**src/rtl/ula_pkg.sv**
```systemverilog
package ula_pkg;

   // Store geometry.
   localparam int BUFFER_BYTES = 64;
   localparam int USABLE_BYTES = BUFFER_BYTES - 1;
   localparam int ADDR_W       = $clog2(USABLE_BYTES);
   localparam int FILL_W       = $clog2(BUFFER_BYTES);

   // Field and register widths.
   localparam int BYTE_W     = 8;
   localparam int TERM_LEN_W = 3;
   localparam int TERM_W     = 32;
   localparam int MAX_TERM   = TERM_W / BYTE_W;
   localparam int CSR_IDX_W  = 2;

   // Register indexes on the configuration port.
   localparam logic [CSR_IDX_W-1:0] CSR_TERM_LENGTH = CSR_IDX_W'(0);
   localparam logic [CSR_IDX_W-1:0] CSR_TERM_BYTES  = CSR_IDX_W'(1);

   // Register reset values.
   localparam logic [TERM_LEN_W-1:0] TERM_LENGTH_RST = TERM_LEN_W'(2);
   localparam logic [TERM_W-1:0]     TERM_BYTES_RST  = TERM_W'(32'h0000_0D0A);

   typedef enum logic [1:0] {
      ST_IDLE,
      ST_CHECK,
      ST_READ,
      ST_LOAD
   } ula_state_type;

   // Terminator settings handed to the sequencer.
   typedef struct packed {
      logic [TERM_LEN_W-1:0] length;
      logic [TERM_W-1:0]     bytes;
   } ula_term_type;

   // One result loaded into the response stage.
   typedef struct packed {
      logic              load;
      logic [BYTE_W-1:0] line_byte;
      logic              last;
      logic              empty_line;
      logic              overflow;
   } ula_result_type;

   // Clamp the terminator length into the range 1 to 4.
   function automatic logic [TERM_LEN_W-1:0] eff_len(input logic [TERM_LEN_W-1:0] len);
      logic [TERM_LEN_W-1:0] res;
      res = len;
      if (len == '0) begin
         res = TERM_LEN_W'(1);
      end else if (len > TERM_LEN_W'(MAX_TERM)) begin
         res = TERM_LEN_W'(MAX_TERM);
      end
      return res;
   endfunction

endpackage

```
**src/rtl/uart_line_assembler_core.sv**
```systemverilog
// Line assembler for received UART characters.
// Requests arrive on req_ (valid/ready), one character each. Each
// character is written into a line memory of 63 usable bytes and the newest
// bytes are compared against the terminator set on the csr_ port (index 0:
// terminator length, index 1: terminator bytes, last byte lowest).
// When the terminator completes a line, the text before it leaves on rsp_
// one byte per request, with rsp_last on the final byte; a bare terminator
// gives one request with rsp_empty_line. Filling the memory gives one
// request with rsp_overflow and discards the text.
// Sequence: a character is taken in the idle state; the check follows in the
// next cycle, and a flag result is loaded into the output register from the
// check state once the slot is free. Readout goes through the registered
// read port of the memory, with a read state and a load state per byte;
// a character that completes no line goes from the check state back to idle.
// Back-pressure on rsp_ holds the readout in place; nothing is lost. A new
// character may be taken while the final result still waits in the output
// register. Reset empties the line and restores the CR LF terminator; the
// memory itself needs no clearing pass.
module uart_line_assembler_core
   import ula_pkg::*;
(
   input  logic                 clock,
   input  logic                 reset,
   input  logic                 req_valid,
   output logic                 req_ready,
   input  logic [BYTE_W-1:0]    req_rx_byte,
   output logic                 rsp_valid,
   input  logic                 rsp_ready,
   output logic [BYTE_W-1:0]    rsp_line_byte,
   output logic                 rsp_last,
   output logic                 rsp_empty_line,
   output logic                 rsp_overflow,
   input  logic                 csr_valid,
   output logic                 csr_ready,
   input  logic [CSR_IDX_W-1:0] csr_index,
   input  logic [TERM_W-1:0]    csr_wdata
);

   logic [TERM_LEN_W-1:0] term_length_ff;
   logic [TERM_W-1:0]     term_bytes_ff;
   ula_term_type          term;
   ula_result_type        result;
   logic                  slot_free;
   logic                  ram_wr_en;
   logic [ADDR_W-1:0]     ram_wr_addr;
   logic [BYTE_W-1:0]     ram_wr_data;
   logic                  ram_rd_en;
   logic [ADDR_W-1:0]     ram_rd_addr;
   logic [BYTE_W-1:0]     ram_rd_data;

   // Configuration registers; writes are always taken.
   assign csr_ready = 1'b1;

   always_ff @(posedge clock) begin
      if (reset) begin
         term_length_ff <= TERM_LENGTH_RST;
         term_bytes_ff  <= TERM_BYTES_RST;
      end else if (csr_valid) begin
         case (csr_index)
            CSR_TERM_LENGTH: term_length_ff <= csr_wdata[TERM_LEN_W-1:0];
            CSR_TERM_BYTES:  term_bytes_ff  <= csr_wdata;
            default: begin
            end
         endcase
      end
   end

   assign term.length = term_length_ff;
   assign term.bytes  = term_bytes_ff;

   ula_seq u_seq (
      .clock       (clock),
      .reset       (reset),
      .term        (term),
      .req_valid   (req_valid),
      .req_ready   (req_ready),
      .req_rx_byte (req_rx_byte),
      .ram_wr_en   (ram_wr_en),
      .ram_wr_addr (ram_wr_addr),
      .ram_wr_data (ram_wr_data),
      .ram_rd_en   (ram_rd_en),
      .ram_rd_addr (ram_rd_addr),
      .ram_rd_data (ram_rd_data),
      .slot_free   (slot_free),
      .result      (result)
   );

   ula_line_ram u_ram (
      .clock   (clock),
      .wr_en   (ram_wr_en),
      .wr_addr (ram_wr_addr),
      .wr_data (ram_wr_data),
      .rd_en   (ram_rd_en),
      .rd_addr (ram_rd_addr),
      .rd_data (ram_rd_data)
   );

   ula_rsp_stage u_rsp (
      .clock          (clock),
      .reset          (reset),
      .result         (result),
      .slot_free      (slot_free),
      .rsp_valid      (rsp_valid),
      .rsp_ready      (rsp_ready),
      .rsp_line_byte  (rsp_line_byte),
      .rsp_last       (rsp_last),
      .rsp_empty_line (rsp_empty_line),
      .rsp_overflow   (rsp_overflow)
   );

endmodule

```
**src/rtl/ula_line_ram.sv**
```systemverilog
module ula_line_ram
   import ula_pkg::*;
(
   input  logic              clock,
   input  logic              wr_en,
   input  logic [ADDR_W-1:0] wr_addr,
   input  logic [BYTE_W-1:0] wr_data,
   input  logic              rd_en,
   input  logic [ADDR_W-1:0] rd_addr,
   output logic [BYTE_W-1:0] rd_data
);

   logic [BYTE_W-1:0] mem [USABLE_BYTES];
   logic [BYTE_W-1:0] rd_data_ff;

   // Single write port.
   always_ff @(posedge clock) begin
      if (wr_en) begin
         mem[wr_addr] <= wr_data;
      end
   end

   // Registered read port; the data holds until the next read.
   always_ff @(posedge clock) begin
      if (rd_en) begin
         rd_data_ff <= mem[rd_addr];
      end
   end

   assign rd_data = rd_data_ff;

endmodule

```
**src/rtl/ula_rsp_stage.sv**
```systemverilog
module ula_rsp_stage
   import ula_pkg::*;
(
   input  logic              clock,
   input  logic              reset,
   input  ula_result_type    result,
   output logic              slot_free,
   output logic              rsp_valid,
   input  logic              rsp_ready,
   output logic [BYTE_W-1:0] rsp_line_byte,
   output logic              rsp_last,
   output logic              rsp_empty_line,
   output logic              rsp_overflow
);

   logic              valid_ff;
   logic              valid_in;
   logic [BYTE_W-1:0] byte_ff;
   logic              last_ff;
   logic              empty_ff;
   logic              ovf_ff;

   // The slot may be refilled when empty or when its request leaves this cycle.
   assign slot_free = !valid_ff || rsp_ready;

   always_comb begin
      valid_in = valid_ff;
      if (result.load) begin
         valid_in = 1'b1;
      end else if (rsp_ready) begin
         valid_in = 1'b0;
      end
   end

   always_ff @(posedge clock) begin
      if (reset) begin
         valid_ff <= 1'b0;
      end else begin
         valid_ff <= valid_in;
      end
   end

   // Payload registers need no reset.
   always_ff @(posedge clock) begin
      if (result.load) begin
         byte_ff  <= result.line_byte;
         last_ff  <= result.last;
         empty_ff <= result.empty_line;
         ovf_ff   <= result.overflow;
      end
   end

   assign rsp_valid      = valid_ff;
   assign rsp_line_byte  = byte_ff;
   assign rsp_last       = last_ff;
   assign rsp_empty_line = empty_ff;
   assign rsp_overflow   = ovf_ff;

endmodule

```
**src/rtl/ula_seq.sv**
```systemverilog
module ula_seq
   import ula_pkg::*;
(
   input  logic              clock,
   input  logic              reset,
   input  ula_term_type      term,
   input  logic              req_valid,
   output logic              req_ready,
   input  logic [BYTE_W-1:0] req_rx_byte,
   output logic              ram_wr_en,
   output logic [ADDR_W-1:0] ram_wr_addr,
   output logic [BYTE_W-1:0] ram_wr_data,
   output logic              ram_rd_en,
   output logic [ADDR_W-1:0] ram_rd_addr,
   input  logic [BYTE_W-1:0] ram_rd_data,
   input  logic              slot_free,
   output ula_result_type    result
);

   ula_state_type         state_ff;
   ula_state_type         state_in;
   logic [FILL_W-1:0]     fill_ff;
   logic [FILL_W-1:0]     fill_in;
   logic [TERM_W-1:0]     recent_ff;
   logic [TERM_W-1:0]     recent_in;
   logic [ADDR_W-1:0]     rd_idx_ff;
   logic [ADDR_W-1:0]     rd_idx_in;
   logic [ADDR_W-1:0]     text_last_ff;
   logic [ADDR_W-1:0]     text_last_in;

   logic [TERM_LEN_W-1:0] len;
   logic                  is_full;
   logic                  tail_match;
   logic                  line_done;
   logic [FILL_W-1:0]     text;
   logic                  text_empty;
   logic                  read_last;
   logic                  accept;

   assign accept = req_valid && req_ready;

   // Terminator check over the newest stored bytes.
   assign len = eff_len(term.length);

   always_comb begin
      tail_match = 1'b1;
      for (int k = 0; k < MAX_TERM; k++) begin
         if (TERM_LEN_W'(k) < len) begin
            if (recent_ff[k*BYTE_W +: BYTE_W] != term.bytes[k*BYTE_W +: BYTE_W]) begin
               tail_match = 1'b0;
            end
         end
      end
   end

   assign is_full    = (fill_ff == FILL_W'(USABLE_BYTES));
   assign line_done  = (fill_ff >= FILL_W'(len)) && tail_match;
   assign text       = fill_ff - FILL_W'(len);
   assign text_empty = (text == '0);
   assign read_last  = (rd_idx_ff == text_last_ff);

   // Next state.
   always_comb begin
      state_in = state_ff;
      case (state_ff)
         ST_IDLE: begin
            if (req_valid) begin
               state_in = ST_CHECK;
            end
         end
         ST_CHECK: begin
            if (is_full || (line_done && text_empty)) begin
               if (slot_free) begin
                  state_in = ST_IDLE;
               end
            end else if (line_done) begin
               state_in = ST_READ;
            end else begin
               state_in = ST_IDLE;
            end
         end
         ST_READ: begin
            state_in = ST_LOAD;
         end
         ST_LOAD: begin
            if (slot_free) begin
               state_in = read_last ? ST_IDLE : ST_READ;
            end
         end
         default: begin
            state_in = ST_IDLE;
         end
      endcase
   end

   // Outputs and datapath updates.
   always_comb begin
      req_ready    = (state_ff == ST_IDLE);
      ram_wr_en    = accept;
      ram_wr_addr  = fill_ff[ADDR_W-1:0];
      ram_wr_data  = req_rx_byte;
      ram_rd_en    = (state_ff == ST_READ);
      ram_rd_addr  = rd_idx_ff;
      result       = '0;
      fill_in      = fill_ff;
      recent_in    = recent_ff;
      rd_idx_in    = rd_idx_ff;
      text_last_in = text_last_ff;
      case (state_ff)
         ST_IDLE: begin
            if (accept) begin
               fill_in   = fill_ff + FILL_W'(1);
               recent_in = {recent_ff[TERM_W-BYTE_W-1:0], req_rx_byte};
            end
         end
         ST_CHECK: begin
            if (is_full) begin
               if (slot_free) begin
                  result.load     = 1'b1;
                  result.last     = 1'b1;
                  result.overflow = 1'b1;
                  fill_in         = '0;
                  recent_in       = '0;
               end
            end else if (line_done && text_empty) begin
               if (slot_free) begin
                  result.load       = 1'b1;
                  result.last       = 1'b1;
                  result.empty_line = 1'b1;
                  fill_in           = '0;
                  recent_in         = '0;
               end
            end else if (line_done) begin
               // The line length is kept so the store can be cleared now.
               text_last_in = text[ADDR_W-1:0] - ADDR_W'(1);
               rd_idx_in    = '0;
               fill_in      = '0;
               recent_in    = '0;
            end
         end
         ST_LOAD: begin
            if (slot_free) begin
               result.load      = 1'b1;
               result.line_byte = ram_rd_data;
               result.last      = read_last;
               rd_idx_in        = rd_idx_ff + ADDR_W'(1);
            end
         end
         default: begin
         end
      endcase
   end

   always_ff @(posedge clock) begin
      if (reset) begin
         state_ff  <= ST_IDLE;
         fill_ff   <= '0;
         recent_ff <= '0;
      end else begin
         state_ff  <= state_in;
         fill_ff   <= fill_in;
         recent_ff <= recent_in;
      end
   end

   // Readout pointers need no reset.
   always_ff @(posedge clock) begin
      rd_idx_ff    <= rd_idx_in;
      text_last_ff <= text_last_in;
   end

endmodule

```
**config.mk**
```make
export PLATFORM = sky130hd
export DESIGN_NAME = uart_line_assembler_core
export DESIGN_NICKNAME = d
export VERILOG_FILES = /design/src/rtl/ula_pkg.sv /design/src/rtl/uart_line_assembler_core.sv /design/src/rtl/ula_line_ram.sv /design/src/rtl/ula_rsp_stage.sv /design/src/rtl/ula_seq.sv
export SDC_FILE = /design/constraint.sdc
export NUM_CORES = 1
export LEC_CHECK = 0
export ABC_AREA = 1
export BUFFER_PORTS_ARGS = -buffer_cell sky130_fd_sc_hd__buf_2
export CAP_MARGIN = 20
export CORE_MARGIN = 3
export CORE_UTILIZATION = 35
export DETAILED_ROUTE_END_ITERATION = 6
export PLACE_DENSITY_LB_ADDON = 0.12
export SETUP_SLACK_MARGIN = 0.4
export SLEW_MARGIN = 10
export SYNTH_ARGS = -nofsm -noshare
export SYNTH_HDL_FRONTEND = slang
export SYNTH_HIERARCHICAL = 1
export SYNTH_SLANG_ARGS = --single-unit
```
**constraint.sdc**
```tcl
create_clock -name clock -period 5.11 [get_ports clock]
set_input_delay 1.022 -clock clock [delete_from_list [all_inputs] [get_ports clock]]
set_output_delay 1.022 -clock clock [all_outputs]
set_load 0.02 [all_outputs]
```
### Yosys cells after proc, flatten, opt, wreduce, memory -nomap -nowiden

Memory sizes are Yosys's and may differ from the RTL's. A register that Yosys moved wholly into a read port is not among the register bits.
Index checks and enable logic that the tools add are counted.

| cells by class | value |
|---|---|
| add/sub/neg operators | 4 |
| $mul | 0 |
| div/mod/pow operators | 0 |
| magnitude comparators | 6 |
| equal/unequal tests | 18 |
| shift-type cells | 0 |
| muxes and demuxes | 46 |
| bitwise operators | 3 |
| reductions and logical operators | 22 |

Operators with widths:

| kind | number |
|---|---|
| 32-bit two-way mux | 5 |
| 32-bit one-hot mux with 2 select lines | 1 |
| 6-bit two-way mux | 8 |
| 8-bit inequality test | 4 |
| 6-bit one-hot mux with 2 select lines | 2 |
| 1-bit two-way mux | 16 |
| 2-bit two-way mux | 8 |
| 6-bit by 1-bit adder with 6-bit output (second input constant) | 2 |
| 10-bit two-way mux | 1 |
| 2-bit inequality test (second input constant) | 5 |
| 2-bit one-hot mux with 4 select lines | 1 |
| 2-bit AND reduction | 4 |
| 6-bit equality test | 1 |
| 6-bit equality test (second input constant) | 1 |
| 6-bit by 3-bit >= comparator with 1-bit output | 1 |
| 6-bit zero test | 1 |
| 1-bit by 3-bit < comparator with 1-bit output (first input constant) | 2 |
| 2-bit by 3-bit < comparator with 1-bit output (first input constant) | 2 |
| 3-bit two-way mux | 2 |
| 3-bit AND reduction | 2 |
| 2-bit nonzero test | 3 |
| 6-bit by 1-bit subtractor with 6-bit output (second input constant) | 1 |
| 6-bit by 3-bit subtractor with 6-bit output | 1 |
| 5-bit AND reduction | 1 |
| 15 further kinds | 24 |

| storage, ports and cells | value |
|---|---|
| flip-flop bits (word level) | 99 |
| latch bits | 0 |
| memory bits (writable) | 504 |
| bits in read-only memories | 0 |
| input bits | 47 |
| output and inout port bits | 14 |
| word-level logic and storage cells | 112 |
| memories kept | 1 |

Memory list:

| memory | depth | width | read ports | clocked after memory_dff | write ports | RTL line | source |
|---|---|---|---|---|---|---|---|
| u_ram.mem | 63 | 8 | 1 | 1 | 1 | ula_line_ram.sv:13 | `logic [BYTE_W-1:0] mem [USABLE_BYTES];` |

### Longest topological paths before layout

Gate-level depths: netlist (run 1).

| depth | value |
|---|---|
| depth after elaboration | 17 |
| mapped depth | 20 |
| mapped depth without buffers | 18 |

### Cells and area by module

The synthesis (run 1) kept the hierarchy.

By module, submodules not included:

| module | times used | cells an instance | area an instance (µm²) |
|---|---|---|---|
| ula_line_ram | 1 | 1780 | 20903.8 |
| ula_seq | 1 | 475 | 3236.9 |
| uart_line_assembler_core | 1 | 217 | 1438.9 |
| ula_rsp_stage | 1 | 16 | 372.9 |

### Worst setup path after synthesis (run 1)

OpenSTA, ideal clock, no wires.

| timing path | value |
|---|---|
| path kind | input port to flip-flop |
| start | input req_valid |
| end | memory u_ram.mem[32][0] (enable) |
| setup time | 0.395 ns |
| arrival time | 2.947 ns |
| path slack | 1.768 ns |
| stages | 6 |
| buffers on the path | 2 |
| cell sequence | nand2_1 > clkinv_1 > clkbuf_1 > clkbuf_1 > nand4_1 > nor4_1 |

| on the way | value |
|---|---|
| word-level cells in the longest chain between the ends | 3 |

RTL lines:

| what | RTL line | source |
|---|---|---|
| start, declared | uart_line_assembler_core.sv:24 | `input logic req_valid,` |
| 1-bit logical AND | ula_seq.sv:40 | `assign accept = req_valid && req_ready;` |
| net ram_wr_en | uart_line_assembler_core.sv:44 | `logic ram_wr_en;` |
| 1-bit two-way mux | ula_line_ram.sv:18 | `if (wr_en) begin` |
| 1-bit two-way mux (implied by the code) | ula_line_ram.sv:19 | `mem[wr_addr] <= wr_data;` |
| end, declared | ula_line_ram.sv:13 |  |

The timed path passes the listed nets, and every way through them passes these cells.

### Worst setup path after layout (run 1)

| timing path | value |
|---|---|
| start | register u_seq.fill_ff[0], in the netlist u_seq/ram_wr_addr[0] |
| end | register u_seq.recent_ff[19] |

| on the way | value |
|---|---|
| word-level cells in the longest chain between the ends | 6 |
| elaborated cells on any way between the ends | 11 |
| those cells by class | add/sub (1); order compare (1); eq/ne (2); mux (3); reduce/logical (4) |

RTL lines:

| what | RTL line | source |
|---|---|---|
| start, declared | ula_seq.sv:22 | `logic [FILL_W-1:0] fill_ff;` |
| start signal, assigned | ula_seq.sv:161 | `fill_ff <= fill_in;` |
| 6-bit by 3-bit subtractor with 6-bit output / 6-bit by 3-bit >= comparator with 1-bit output (equally long branches) | ula_seq.sv:58, ula_seq.sv:57 |  |
| 6-bit zero test / 1-bit logical AND (equally long branches) | ula_seq.sv:59, ula_seq.sv:57 |  |
| 1-bit logical AND | ula_seq.sv:125 | `end else if (line_done && text_empty) begin` |
| 32-bit two-way mux | ula_seq.sv:125 |  |
| 32-bit two-way mux | ula_seq.sv:117 | `if (is_full) begin` |
| 32-bit one-hot mux with 2 select lines | ula_seq.sv:109 | `case (state_ff)` |
| end signal, assigned | ula_seq.sv:162 | `recent_ff <= recent_in;` |
| end, declared | ula_seq.sv:24 | `logic [TERM_W-1:0] recent_ff;` |

Several ways; a longest one is shown, not always the timed one.
A chain may end at the register's enable or synchronous reset.

==> results of run 1 <==
## path summary, 6_finish.rpt
check / from / to / slack (ns) / cells after the start
worst max-delay path: u_seq/ram_wr_addr[0] / u_seq/recent_ff[19] / 1.83 / 14
worst min-delay path: u_seq/recent_ff[31] / u_seq/recent_ff[31] / 0.48 / 2
worst max register to register: u_seq/ram_wr_addr[0] / u_seq/recent_ff[19] / 1.83 / 14
worst min register to register: u_seq/recent_ff[31] / u_seq/recent_ff[31] / 0.48 / 2
## through the flow
stage / hold slack, ns / area [sq um] / setup slack [ns] / total power [mW] / std cells
2_1_floorplan: 0.451 / 26000 / 1.77 / 6.04 / 2488
3_3_place_gp: 0.463 / 26900 / 1.51 / 6.28 / 3402
3_5_place_dp: 0.471 / 26900 / 1.47 / 6.28 / 3402
4_1_cts: 0.479 / 29100 / 1.80 / 11.2 / 3523
5_1_grt: 0.507 / 29100 / 1.47 / 11.4 / 3523
6_report: 0.477 / 29100 / 1.83 / 11.0 / 3523
## Yosys cell counts, types with 13 or more instances
library cell,number,area share (%)
dfxtp_1,76,5.9
edfxtp_1,535,62
buf_4,34,0.98
buf_1,16,0.23
clkbuf_1,33,0.48
nand3_1,457,8.8
inv_1,100,1.4
buf_2,48,0.93
nand2_1,856,12
nor2_1,176,2.5
xnor2_1,25,0.84
nand2_2,13,0.31
a21oi_1,38,0.73
## cell type report
type	count	area share (%)
multi-input cells	1629	24.6
clock inverters	26	0.962
inverters	106	1.40
flip-flops and latches	611	60.4
well taps	959	4.12
clock buffers	95	6.58
repair buffers	97	2.04
## layer usage
| metal | vias to the layer above | routed length, um | GRT usage [%] |
|---|---|---|---|
| li1 | 8469 | - | - |
| met3 | 95 | 3990 | 2.98 |
| met4 | 0 | 1490 | 5.13 |
| met1 | 8512 | 32100 | 25.2 |
| met2 | 457 | 33200 | 30.0 |
| met5 | - | 0 | 0 |
## flip-flops by register name, summed over array words and instances (netlist names), 2 cells and up
name and cells:
term_bytes_ff 32, term_length_ff 3, u_ram/mem 504, u_ram/rd_data 8, u_rsp/rsp_line_byte 8, u_seq/ram_rd_addr 6, u_seq/ram_wr_addr 6, u_seq/recent_ff 32
u_seq/state_ff 2, u_seq/text_last_ff 6
## power by group
group | internal [mW] | leakage (nW) | switching [mW]
combinational | 0.177 | 4.33 | 0.500
sequential | 5.46 | 5.45 | 0.0303
clock | 2.92 | 1.07 | 1.92
## worst max-delay path, delay by kind of cell (launching register included)
kind	cells	cell delay, ns
AND/OR/NAND/NOR	7	1.30
adder cells (fa/ha/maj)	3	0.79
flip-flops	1	0.56
buffers and inverters	3	0.35
AO/OA/AOI/OAI	1	0.18
## cell families after synthesis
| logic type | synth area share, % |
|---|---|
| simple gates | 24.9 |
| flops | 67.8 |
| buf+inv | 4.67 |
| compound gates | 1.20 |
| xor+xnor | 1.05 |
| fa+ha+maj | 0.415 |
| other cells | 0.0144 |
==> flow_summary.yaml, run 1 <==
setup_path:
  setup.worst_path.class: "flop to flop"
  slowest_stage: "nand2_2"
  worst-path-max-fanout: 38
  end_kind: "flop"
  start_kind: "flop"
  slowest_delay_ns: 0.64
  cpMostUsedCell: "inv_1"
  arrival_ns: 3.79
  path_cells: "inv_1 > ha_1 > inv_1 > fa_1 > inv_1 > ha_1 > nand4_1 > nor2_2 > nand3_1 > nand2_1 > nand2_2 > nand2_2 > nand2_1 > a21oi_1"
  worstPathRequired_ns: 5.62
synthesis:
  ys_warn_count: 6
  avgSynthCellArea_sq_um: 10.4
  synth_nets: 2543
  ys_seq_area_share_pct: 67.8
  synth_cell_type_count: 35
  ys.flop_type: "edfxtp_1"
  synth_seq_cells: 611
  netlist_instances: 2488
  synth_edf_count: 535
  netlist_area_sq_um: 26000
  synthArstFlopShare_pct: 0
timing:
  grt_setup_unrepaired: "false"
  fin_setup_tns_ns: 0
  setup_viol: 0
  tightest_slew_ns: 1.13
  fin_crit_sh_pct: 64.2
  max_freq_mhz: 305
  hold_violations: 0
  max_slew_margin_pct: 24.4
  slew_viol_final: 0
  finClkSkew_ns: 0.0265
  min_period_ns: 3.28
detailed_routing:
  via_per_inst: 4.98
  routed_wl_um: 70800
  drc: 0
  drtAntennaViolNets: 0
  drtPass1Iterations: 5
  via_count: 17500
  avgRoutedWirePerCell_um: 20.1
  drt-initial-drc-count: 1361
clock_network:
  cts_max_level: 3
  ctsResizeCount: 0
  path_clk_slew_ns: 0.06
  cts_tree: "done"
  clockBufferDepth: 3
  root_buffer: "clkbuf_16"
  numCtsBuffers: 69
  clock-sinks: 611
  cts_hold_buf: 0
  cts_setup_buffers: 0
  clock_latency_ns: 0.60
floorplanning:
  rows: 99
  initial_core_util_pct: 35.5
  io_pins: 61
  core_area_sq_um: 73200
  die_x_um: 278
  die_area_sq_um: 77500
  die_h_um: 278
status:
  status: "completed"
finish:
  post-route-util_pct: 39.8
  mostFrequentLayoutCells: "nand2_1, edfxtp_1, nand3_1, nor2_1, inv_1"
  area.growth.synth_to_final_pct: 12.3
  fill_cells: 7154
  nNetsFinal: 2569
  multi_input_area_sq_um: 7150
  layout_commonest_cell: "nand2_1"
  regArea_sq_um: 17600
  n_antenna_cell: 0
  drive_gt1_share_pct: 8.78
placement:
  portBuffers: 59
  dp_hpwl_um: 42400
  place_congestion: 0.793
power_and_ir_drop:
  leakage_nw: 10.9
  ir_worst_vdd_v: 0.000170
  powerDensity_nw_per_um2: 378
grt:
  grt_first_pass_wirelength_um: 107000
  antenna_found_initial: 1
  gr-total-overflow: 0
  grt_pass1_vias: 17500
  grt_max_degree: 230
  grtUsageTotal_pct: 18.3
min_path:
  hp-class: "flop to flop"
job:
  max-cap-violations: 0
Note: power is estimated with default switching activity, not from simulation.
==> run 2: changes to the inputs <==
ABC_AREA = 0   (was 1)
clock period = 3.3 ns   (was 5.11 ns; I/O delays follow)
==> run 2 against run 1 <==
Clock skew decreased by 0.0036 ns. Core utilization grew 1.8 points. Sequential power rose by 55%. Global-route usage shrank 1.4 points. Cell count fell by 25%. Die area decreased by 3.4%. Worst setup slack worse by 1.3 ns. Area after synthesis is 3.5% lower. Critical endpoint is now u_seq/ram_rd_addr[1].
==> flow_summary.yaml, run 2 <==
synthesis:
  synth_nets: 1524
  synth.mux.area_fraction_pct: 13.1
  ys_seq_area_share_pct: 70.2
  synth.most_common_cell: "edfxtp_1"
  synth_adder_area_share_pct: 0.430
  netlist_area_sq_um: 25100
  synthArstFlopShare_pct: 0
  synth_cell_type_count: 67
  synth_compound_area_share_pct: 5.29
  synthSimpleGateAreaFrac_pct: 7.04
  synth_seq_cells: 611
  yosysTopAreaCellShare_pct: 64.1
  netlist_instances: 1469
  synth_edf_count: 535
  synth.area.top_cells: "edfxtp_1, mux4_2, dfxtp_1"
  ys_warn_count: 6
  synthTopCellsByCount: "edfxtp_1, mux4_2, nor2_1"
  synth_top_family_by_area: "multiplexers"
  synthXorXnorAreaFrac_pct: 1.68
  ys.flop_type: "edfxtp_1"
  yosysTopAreaCell: "edfxtp_1"
  avgSynthCellArea_sq_um: 17.1
status:
  status: "completed"
setup_path:
  slowest_delay_ns: 0.38
  cpMostUsedCell: "o21a_1"
  crit_family: "compound AO/OA/AOI/OAI gates"
  worstPathRequired_ns: 3.64
  arrival_ns: 3.09
  cp_num_buf_inv: 1
  setup.worst_path.class: "flop to flop"
  start_kind: "flop"
  path_cells: "inv_1 > nand2_1 > ha_1 > nor2b_1 > o21a_1 > o21a_1 > or2_2 > o311ai_2 > o21ai_0 > and2_2"
  reg2reg_to: "u_seq/ram_rd_addr[1]"
  rrSetupSlack_ns: 0.55
  cp.depth: 10
  worst-path-max-fanout: 6
  reg2reg_depth: 10
  worstReg2RegStart: "term_length_ff[2]"
  slowest_stage: "dfxtp_1"
  end_kind: "flop"
timing:
  max_freq_mhz: 363
  finClkSkew_ns: 0.0229
  tightest_slew_ns: 1.05
  whs_ns: 0.317
  grt_setup_unrepaired: "true"
  min_period_ns: 2.75
  fin_setup_tns_ns: 0
  fin_crit_sh_pct: 83.4
  max_slew_margin_pct: 30.3
  setup_viol: 0
  slew_viol_final: 0
  hold_violations: 0
power_and_ir_drop:
  power_mw: 16.6
  powerDensity_nw_per_um2: 567
  leakage_nw: 9.45
  ir_worst_vdd_v: 0.000336
finish:
  finalNonFillerCells: 2625
  area.growth.synth_to_final_pct: 17.2
  layout_commonest_cell: "edfxtp_1"
  mostFrequentLayoutCells: "edfxtp_1, buf_4, mux4_2, nor2_1, nand2b_1"
  fill_cells: 6388
  regMostFlops: "u_ram/mem"
  largest_register_ffs: 504
  n_antenna_cell: 0
  drive_gt1_share_pct: 26.8
  reg_top3: "u_ram/mem (504), term_bytes_ff (32), u_seq/recent_ff (32)"
  nNetsFinal: 1690
detailed_routing:
  drtAntennaViolNets: 0
  via_per_inst: 5.04
  drt-initial-drc-count: 842
  drtPass1Iterations: 5
  routed_wl_um: 61800
  via_count: 13200
  drc: 0
  avgRoutedWirePerCell_um: 23.6
grt:
  grt_pass1_vias: 13500
  grt_max_degree: 73
  grt_util_met1_pct: 22.3
  gr-total-overflow: 0
  grtUsageTotal_pct: 16.9
  antenna_found_initial: 0
  busiest_layer: "met2"
  grt_use_met2_pct: 28.4
  grt_first_pass_wirelength_um: 92600
  grt_use_met3_pct: 3.35
min_path:
  min_to: "term_bytes_ff[4]"
  hp-class: "input pin to flop"
  hold_start: "csr_wdata[4]"
  hold_depth: 3
clock_network:
  cts_tree: "done"
  cts_hold_buf: 0
  path_clk_slew_ns: 0.06
  numCtsBuffers: 69
  clock-sinks: 611
  cts_max_level: 3
  root_buffer: "clkbuf_16"
  clock_latency_ns: 0.60
  clockBufferDepth: 3
placement:
  dp_hpwl_um: 39100
  portBuffers: 59
  place_congestion: 0.788
  dp_cells: 2497
floorplanning:
  core_area_sq_um: 70500
  die_x_um: 274
  initial_core_util_pct: 35.5
  rows: 97
  io_pins: 61
  die_area_sq_um: 74800
  die_h_um: 274
job:
  max-cap-violations: 0
==> run 2: cell families after synthesis <==
kind of cell	Yosys count
fa+ha+maj	8
simple gates	339
flops	611
other cells	1
xor+xnor	48
buf+inv	100
compound gates	179
mux	183
==> run 2: metal layers <==
layer  share of wire (%)  up-vias  wire length [um]
met4                 2.3        0              1450
met3                 3.8       97              2360
met5                   0        -                 0
li1                    -     6090                 -
met1                  44     6829             27300
met2                  50      225             30700
==> run 2: cell type report <==
| type | instances | area, sq um | share of cell area, % |
|---|---|---|---|
| Clock inverter | 38 | 408 | 1.39 |
| Timing Repair Buffer | 186 | 1360 | 4.64 |
| Clock buffer | 83 | 1820 | 6.21 |
| Inverter | 8 | 30.0 | 0.102 |
| Multi-Input combinational cell | 759 | 6970 | 23.7 |
| Sequential cell | 611 | 17600 | 59.9 |
| Tap cell | 940 | 1180 | 4.01 |
==> run 2: per-stage QoR <==
step / utilization [%] / setup WS, ns / instance area (sq um)
floorplan: - / 0.456 / 25100
global placement: 38.3 / 0.220 / 27000
detailed placement: 38.3 / 0.142 / 27000
CTS: 41.6 / 0.426 / 29300
global route: 41.6 / 0.385 / 29400
finish: 41.6 / 0.548 / 29400
==> run 2: worst max path at each step <==
stage,startpoint,endpoint,slack (ns)
after global placement,term_length_ff[0],u_seq/recent_ff[22],0.22
final,term_length_ff[2],u_seq/ram_rd_addr[1],0.55
after detailed placement,term_length_ff[0],u_seq/recent_ff[19],0.14
after CTS,term_length_ff[0],u_rsp/rsp_line_byte[5],0.43
after floorplan,term_length_ff[0],u_seq/ram_wr_addr[1],0.46
after global routing,term_length_ff[2],u_seq/ram_rd_addr[1],0.38
==> run 2: what timing repair did <==
action	in CTS	in global routing
cloned	1	0
resized for setup	14	7
setup buffers	5	1
setup endpoints to repair	55	62
pin swaps	7	5
==> run 2: where the power goes <==
part           internal (mW)  leakage [nW]  total, mW  switching (mW)
logic                  0.185          2.95      0.523           0.338
clock network           4.62          1.08       7.63            3.01
registers               8.45          5.42       8.49          0.0428
total                   13.3          9.45       16.6            3.39
==> run 2: worst register-to-register path: stages, from the launching register on <==
cell      delay [ns]
dfxtp_1         0.38
inv_1           0.10
nand2_1         0.13
ha_1            0.25
nor2b_1         0.14
o21a_1          0.20
o21a_1          0.21
or2_2           0.33
o311ai_2        0.36
o21ai_0         0.13
and2_2          0.26
